$ cat src/rtl/core/nsh_pkg.sv
`timescale 1ns / 1ps
// ---------------------------------------------------------------------------
// nsh_pkg: shared types and widths for the nearest sphere hit unit
// Fixed-point widths of the ray/sphere datapath and the token that
// travels down the pipeline with every ray/sphere pair.
// ---------------------------------------------------------------------------
package nsh_pkg;

  localparam int MAX_SPHERES = 64;
  localparam int FRAC_BITS   = 16;
  localparam int IDX_W       = (MAX_SPHERES > 1) ? $clog2(MAX_SPHERES) : 1;
  localparam int CNT_W       = 7;
  localparam int SLOT_W      = 6;

  localparam int POS_W   = 32;
  localparam int DIR_W   = 18;
  localparam int DIST_W  = 32;
  localparam int L_W     = POS_W + 1;                 // centre - origin
  localparam int PROD_W  = L_W + DIR_W;               // dir * L
  localparam int DOT_W   = PROD_W + 2;                // sum of three
  localparam int SQF_W   = 2 * L_W;                   // full square
  localparam int SQ_W    = SQF_W - FRAC_BITS;         // rescaled square
  localparam int LL_W    = SQ_W + 2;
  localparam int TCA_W   = 31;                        // saturated to 2^31-1
  localparam int TCA2F_W = 2 * TCA_W;
  localparam int TCA2_W  = TCA2F_W - FRAC_BITS;
  localparam int D2_W    = LL_W + 2;
  localparam int ARG_W   = 63 - FRAC_BITS;            // clamp limit width
  localparam int ROOT_W  = 32;
  localparam int X_W     = 2 * ROOT_W;
  localparam int REM_W   = ROOT_W + 4;
  localparam int T_W     = ROOT_W + 2;                // tca +/- thc, signed
  localparam int SPH_W   = 4 * POS_W;                 // one table row

  // one ray/sphere pair in flight
  typedef struct packed {
    logic             valid;   // slot carries a pair or an empty-ray marker
    logic             test;    // sphere still a candidate
    logic             last;    // final pair of its ray
    logic [IDX_W-1:0] idx;     // sphere index
  } token_t;

endpackage

$ cat src/rtl/core/nsh_if.sv


interface nsh_result_if;
  logic               valid;
  logic               ready;
  logic               hit;
  logic [5:0]         nearest_index;
  logic signed [31:0] hit_distance;

  modport source (output valid, hit, nearest_index, hit_distance, input ready);
  modport sink   (input valid, hit, nearest_index, hit_distance, output ready);
endinterface


$ cat src/rtl/core/nsh_pick.sv
`timescale 1ns / 1ps
// ---------------------------------------------------------------------------
// nsh_pick: hit distance and nearest-hit selection
// Forms t from tca and thc, keeps the running minimum per ray and holds
// the result in the output register.
// ---------------------------------------------------------------------------
module nsh_pick (
  input  logic                        clk,
  input  logic                        rst,
  output logic                        adv,
  input  nsh_pkg::token_t             tok_s,
  input  logic [nsh_pkg::ROOT_W-1:0]  thc,
  input  logic [nsh_pkg::TCA_W-1:0]   tca,
  nsh_result_if.source                result
);

  nsh_pkg::token_t               tok_t;
  logic [nsh_pkg::TCA_W-1:0]     t_t;
  logic signed [nsh_pkg::T_W-1:0] t0, t1, tsel;

  logic                          found;
  logic [nsh_pkg::TCA_W-1:0]     best_t;
  logic [nsh_pkg::IDX_W-1:0]     best_idx;

  logic                          take;
  logic                          fin_hit;
  logic [nsh_pkg::TCA_W-1:0]     fin_t;
  logic [nsh_pkg::IDX_W-1:0]     fin_idx;

  assign adv = !result.valid || result.ready;

  // T: pick near or far root, saturate
  assign t0   = nsh_pkg::T_W'(tca) - nsh_pkg::T_W'(thc);
  assign t1   = nsh_pkg::T_W'(tca) + nsh_pkg::T_W'(thc);
  assign tsel = t0[nsh_pkg::T_W-1] ? t1 : t0;

  always_ff @(posedge clk) begin
    if (rst) begin
      tok_t <= '0;
    end else if (adv) begin
      tok_t <= tok_s;
    end
  end

  always_ff @(posedge clk) begin
    if (adv) begin
      t_t <= (|tsel[nsh_pkg::T_W-1:nsh_pkg::TCA_W]) ? '1 : tsel[nsh_pkg::TCA_W-1:0];
    end
  end

  // running minimum; ties keep the earlier index
  assign take    = tok_t.test && (!found || (t_t < best_t));
  assign fin_hit = found || tok_t.test;
  assign fin_t   = take ? t_t : best_t;
  assign fin_idx = take ? tok_t.idx : best_idx;

  always_ff @(posedge clk) begin
    if (rst) begin
      found <= 1'b0;
    end else if (adv && tok_t.valid) begin
      found <= tok_t.last ? 1'b0 : fin_hit;
    end
  end

  always_ff @(posedge clk) begin
    if (adv && tok_t.valid && take) begin
      best_t   <= t_t;
      best_idx <= tok_t.idx;
    end
  end

  // output register
  always_ff @(posedge clk) begin
    if (rst) begin
      result.valid <= 1'b0;
    end else if (adv) begin
      result.valid <= tok_t.valid && tok_t.last;
    end
  end

  always_ff @(posedge clk) begin
    if (adv && tok_t.valid && tok_t.last) begin
      result.hit           <= fin_hit;
      result.nearest_index <= fin_hit ? 6'(fin_idx) : '0;
      result.hit_distance  <= fin_hit ? nsh_pkg::DIST_W'(fin_t) : '0;
    end
  end

  a_miss_zero: assert property (@(posedge clk) disable iff (rst)
    result.valid && !result.hit |-> result.nearest_index == '0 &&
                                    result.hit_distance == '0)
    else $error("miss result carries index or distance");

  a_dist_pos: assert property (@(posedge clk) disable iff (rst)
    result.valid && result.hit |-> !result.hit_distance[nsh_pkg::DIST_W-1])
    else $error("hit distance negative");

  a_acc_clear: assert property (@(posedge clk) disable iff (rst)
    adv && tok_t.valid && tok_t.last |=> !found)
    else $error("accumulator not cleared after ray end");

endmodule
$ cat src/flat_wrapper.sv
// flat-port wrapper written by rule: the top's interface ports become plain ports
module nsh_pick_flat 
  (clk, rst, adv, tok_s, thc, tca, result_valid, result_hit, result_nearest_index, result_hit_distance, result_ready);
  nsh_result_if result_i ();
  input  logic clk;
  input  logic rst;
  output logic adv;
  input  nsh_pkg::token_t tok_s;
  input  logic [nsh_pkg::ROOT_W-1:0] thc;
  input  logic [nsh_pkg::TCA_W-1:0] tca;
  output wire logic [$bits(result_i.valid)-1:0] result_valid;
  output wire logic [$bits(result_i.hit)-1:0] result_hit;
  output wire logic [$bits(result_i.nearest_index)-1:0] result_nearest_index;
  output wire logic [$bits(result_i.hit_distance)-1:0] result_hit_distance;
  input wire logic [$bits(result_i.ready)-1:0] result_ready;
  assign result_valid = result_i.valid;
  assign result_hit = result_i.hit;
  assign result_nearest_index = result_i.nearest_index;
  assign result_hit_distance = result_i.hit_distance;
  assign result_i.ready = result_ready;
  nsh_pick u_core (.clk(clk), .rst(rst), .adv(adv), .tok_s(tok_s), .thc(thc), .tca(tca), .result(result_i));
endmodule
$ cat config.mk
export PLATFORM = sky130hd
export DESIGN_NAME = nsh_pick_flat
export DESIGN_NICKNAME = d
export VERILOG_FILES = /design/src/rtl/core/nsh_pkg.sv /design/src/rtl/core/nsh_if.sv /design/src/rtl/core/nsh_pick.sv /design/src/flat_wrapper.sv
export SDC_FILE = /design/constraint.sdc
export NUM_CORES = 1
export LEC_CHECK = 0
export ABC_AREA = 1
export BUFFER_PORTS_ARGS = -buffer_cell sky130_fd_sc_hd__buf_2
export CAP_MARGIN = 25
export CORE_MARGIN = 1
export CORE_UTILIZATION = 55
export CTS_CLUSTER_SIZE = 24
export DETAILED_ROUTE_END_ITERATION = 16
export GPL_ROUTABILITY_DRIVEN = 0
export PLACE_DENSITY = 0.86
export SLEW_MARGIN = 20
export SYNTH_ARGS = -nofsm -noshare
export SYNTH_HDL_FRONTEND = slang
export SYNTH_SLANG_ARGS = --single-unit
$ cat constraint.sdc
create_clock -name clk -period 5.3 [get_ports clk]
set_input_delay 1.59 -clock clk [delete_from_list [all_inputs] [get_ports clk]]
set_output_delay 1.59 -clock clk [all_outputs]
set_load 0.02 [all_outputs]
Yosys cells after proc, flatten, opt, wreduce, memory -nomap -nowiden
Cells that the tools add are included.

operators by class
  add/sub/neg operators = 2
  order comparisons = 1
  mux-type cells = 4
  reduce and logical (&&, ||, !) cells = 11

operator list
  kind               number
  $mux 34            1
  $add 31x32->33     1
  $sub 31x32->33     1
  $lt 31x31->1       1
  $mux 31            1
  $mux 6             1
  $logic_and 1x1->1  5
  $logic_or 1x1->1   3
  $reduce_or 3->1    1
  $logic_not 1->1    2
  $mux 1             1

storage, ports and cells
  bits in registers = 118
  input bits = 75
  output and inout port bits = 41
  logic and storage cells = 31

Logic depth before layout (Yosys ltp)
  word-level depth = 4
  gate-level depth with buffers = 19
  gate-level depth less buffers = 18

Least setup slack after synthesis
No wires, ideal clock.

  path kind = input port to flip-flop
  start = in result_ready
  end = reg u_core.best_idx[0] in the netlist's numbering (enable)
  library setup time = 0.431 ns
  arrival time = 4.786 ns
  required time = 4.869 ns
  setup slack = 0.083 ns
  cell stages on the path = 5
  buffers on the path = 1
  cell sequence = nor2_1 inv_1 clkbuf_1 nand2_1 nor2_1

between the ends
  cells in the longest elaborated chain, start to end = 3

ends and longest elaborated chain
  element                          line                text
  start: declaration               flat_wrapper.sv:15  input wire logic [$bits(result_i.ready)-1:0] result_ready;
  $logic_or 1x1->1                 nsh_pick.sv:30      assign adv = !result.valid || result.ready;
  via adv                          flat_wrapper.sv:7   output logic adv;
  $logic_and 1x1->1 (2 in series)  nsh_pick.sv:66      if (adv && tok_t.valid && take) begin
  end signal: assignment           nsh_pick.sv:68      best_idx <= tok_t.idx;
  end: declaration                 nsh_pick.sv:23      logic [nsh_pkg::IDX_W-1:0] best_idx;

The timed path passes the listed nets, and every way through them passes these cells.
A chain may end at the register's enable or synchronous reset.

Worst setup path after layout
  start = in result_ready
  end = out adv

between the ends
  cells in the longest elaborated chain, start to end = 1

ends and longest elaborated chain
  element           line
  $logic_or 1x1->1  nsh_pick.sv:30
  end: declaration  flat_wrapper.sv:7

No other way between the ends.

==> summary.txt <==
Status
  • Outcome: finished, final reports clean

Pwr
  • Clock power share: 0.317
  • LEAKAGE: 6.23 nW
  • Logic pwr share: 0.305
  • Power Density: 267 mW/mm²
  • Sw Share: 0.336
  • Worst vdd ir: 0.196 mV
  • Psw: 1.06 mW
  • Pint: 2.09 mW
  • Flop pwr share: 0.378
  • Power Total: 3.15 mW

Global route
  • Gr ovfl total: 0
  • Initial antenna violation count: 0
  • Vias in the first global route: 9228
  • Global-route wire length before repair: 44.1 mm
  • Pin count of the biggest net entering global routing: 45
  • Gr usage total: 0.280

STA
  • Tmin final: 4.19 ns
  • Unrepaired setup endpoints after global routing: false
  • Final Setup Violations: 0
  • Final Hold Fails: 0
  • Worst Skew: 0.0130 ns
  • Setup TNS: 0 ns
  • Period utilization: 0.790
  • Rel. slew slack: 0.439
  • Least-Margin Pin Slew: 0.841 ns
  • Fmax: 0.239 GHz
  • Slew Limit Fails: 0

Finish
  • Ratio of cells with drive above 1 in the final layout: 0.152
  • Util after Layout: 0.625
  • Cell area after layout: 0.0118 mm²
  • Layout area overhead: 10.3%
  • N_diodes: 0
  • Final net count: 1799

Detailed routing
  • Remaining antenna violation count: 0
  • Drt initial violations: 1275
  • Drt pass-1 iters: 7
  • Drt via density: 5.43
  • Routed vias: 10.3k
  • Wirelength per Cell: 14.2 µm
  • WL final: 26.9 mm
  • DRC: 0

Setup path
  • Setup crit end kind: primary output
  • Worst path arrival time: 2.60 ns
  • Req. time, crit path: 3.71 ns
  • Startpoint Class: primary input
  • Crit Path Category: in -> out
  • Maximum fanout along the worst path: 10

Yosys
  • Post-synth top cells: 504 x nand2_1, 253 x inv_1, 115 x nor2_1
  • Top-count cell post-synth: nand2_1
  • Seq/Total Area, Yosys: 0.318
  • Syn Std Cell Area: 0.0107 mm²
  • Synth area leaders: edfxtp_1 30%, nand2_1 18%, ha_1 11%
  • Synth cell types: 44
  • Dominant synthesized flop cell: edfxtp_1
  • #FFs+latches synth: 117
  • Mapped Nets: 1711
  • Post-synth EDFFs: 106
  • Syn_area_per_cell: 6.94 µm²
  • Top-area cell type share of the netlist area: 0.297
  • Yosys warning count: 0
  • Synth async-reset ratio: 0
  • Syn Inst Count: 1542
  • Area leader, netlist: edfxtp_1

Clocking
  • CTS root buffer: clkbuf_16
  • TritonCTS Sinks: 117
  • Worst skew pair latency: 0.42 ns
  • Clock buffer count from CTS: 17
  • Clk buf depth: 2
  • Hold buffer count at CTS: 0
  • Clock Pin Slew Worst Setup and Hold Paths: 0.05 ns
  • H-tree depth: 4
  • PostCTS Resize Cnt: 0
  • CTS tree: yes
  • Setup Fix Bufs, Post-CTS: 0

Placement
  • Post-DP Area: 0.0113 mm²
  • Port bufs: 114
  • Dpl hpwl: 21.0 mm

Floorplan
  • DIE HEIGHT: 142 µm
  • Initial Utilization: 0.567
  • Rows: 50
  • DIE AREA: 0.0200 mm²
  • Die width: 142 µm
  • Core Region: 0.0189 mm²
  • I/O pins: 116

Worst hold path
  • HP Class: reg -> reg

Flow run
  • # Max-Cap Violations: 0
[cell usage in the layout (no fill, tap or decap), types with 4 or more instances in the layout]
master / instances
edfxtp_1: 106
nor2_4: 6
nand2_1: 504
nor2_2: 10
dfxtp_1: 11
o21ai_0: 32
nand3_1: 98
clkbuf_16: 17
o21a_1: 5
nand3b_1: 6
clkbuf_1: 6
buf_4: 8
o21bai_1: 14
nand2_4: 4
a21oi_1: 70
xnor2_1: 5
nor3_1: 13
ha_1: 92
inv_1: 253
nand4_1: 19
nor2_1: 114
clkbuf_8: 4
xor2_1: 26
a21oi_2: 13
buf_2: 114
inv_2: 18
nand2_2: 45
[cells by family after synthesis]
group           Yosys count  synth area share
buf+inv                 326             0.133
fa+ha+maj                94             0.111
other cells               1          0.000350
simple gates            830             0.335
compound gates          143            0.0779
xor+xnor                 31            0.0254
flops                   117             0.318
[layer usage]
metal / vias to the layer above / wire [µm] / track usage
met3: 143 / 2460 / 0.0348
met4: 0 / 1420 / 0.149
li1: 5009 / - / -
met2: 627 / 12100 / 0.459
met1: 4547 / 10900 / 0.361
met5: - / 0 / 0
[layout make-up]
| type | count | area, µm² |
|---|---|---|
| sequential | 117 | 3400 |
| inverter | 272 | 1020 |
| clock buffer | 27 | 503 |
| fill | 1660 | 7080 |
| clock inverter | 5 | 26.3 |
| tap | 260 | 325 |
| timing repair buffer | 123 | 651 |
| multi-input combinational | 1099 | 5890 |
[path summary, 6_finish.rpt]
check                                      from                 end  slack [ns]  depth (start not counted)
worst min-delay path            u_core.tok_t[3]  u_core.best_idx[3]        0.47                          0
worst min register to register  u_core.tok_t[3]  u_core.best_idx[3]        0.47                          0
worst max register to register    u_core.t_t[2]   u_core.best_t[21]        2.43                         11
worst max-delay path               result_ready                 adv        1.11                          4
[critical path, stage by stage]
cell	delay, ns
buf_2	0.09
nor2_1	0.60
inv_1	0.12
buf_2	0.19
[registers in the layout, indices dropped and copies added, names as in the netlist]
register / count
u_core.found: 1
u_core.t_t: 31
u_core.result.valid: 1
u_core.tok_t: 9
u_core.best_t: 31
u_core.best_idx: 6
u_core.result.hit_distance: 31
u_core.result.nearest_index: 6
u_core.result.hit: 1
[stage by stage]
stage | instances | setup slack (ns) | hold slack, ns
5_1_grt | 1903 | 1.01 | 0.483
2_1_floorplan | 1542 | 0.0829 | 0.431
6_report | 1903 | 1.11 | 0.475
3_3_place_gp | 1871 | 0.993 | 0.441
4_1_cts | 1903 | 1.08 | 0.470
3_5_place_dp | 1871 | 0.918 | 0.454
[power groups by stage]
stage	registers [mW]	clock network (mW)	logic, mW
global placement	1.20	0	0.892
floorplan	1.19	0	0.727
global route	1.20	1.06	1.07
finish	1.19	0.998	0.960
CTS	1.19	1.01	0.935
detailed placement	1.21	0	0.923
Power figures use the tool's default switching activity.
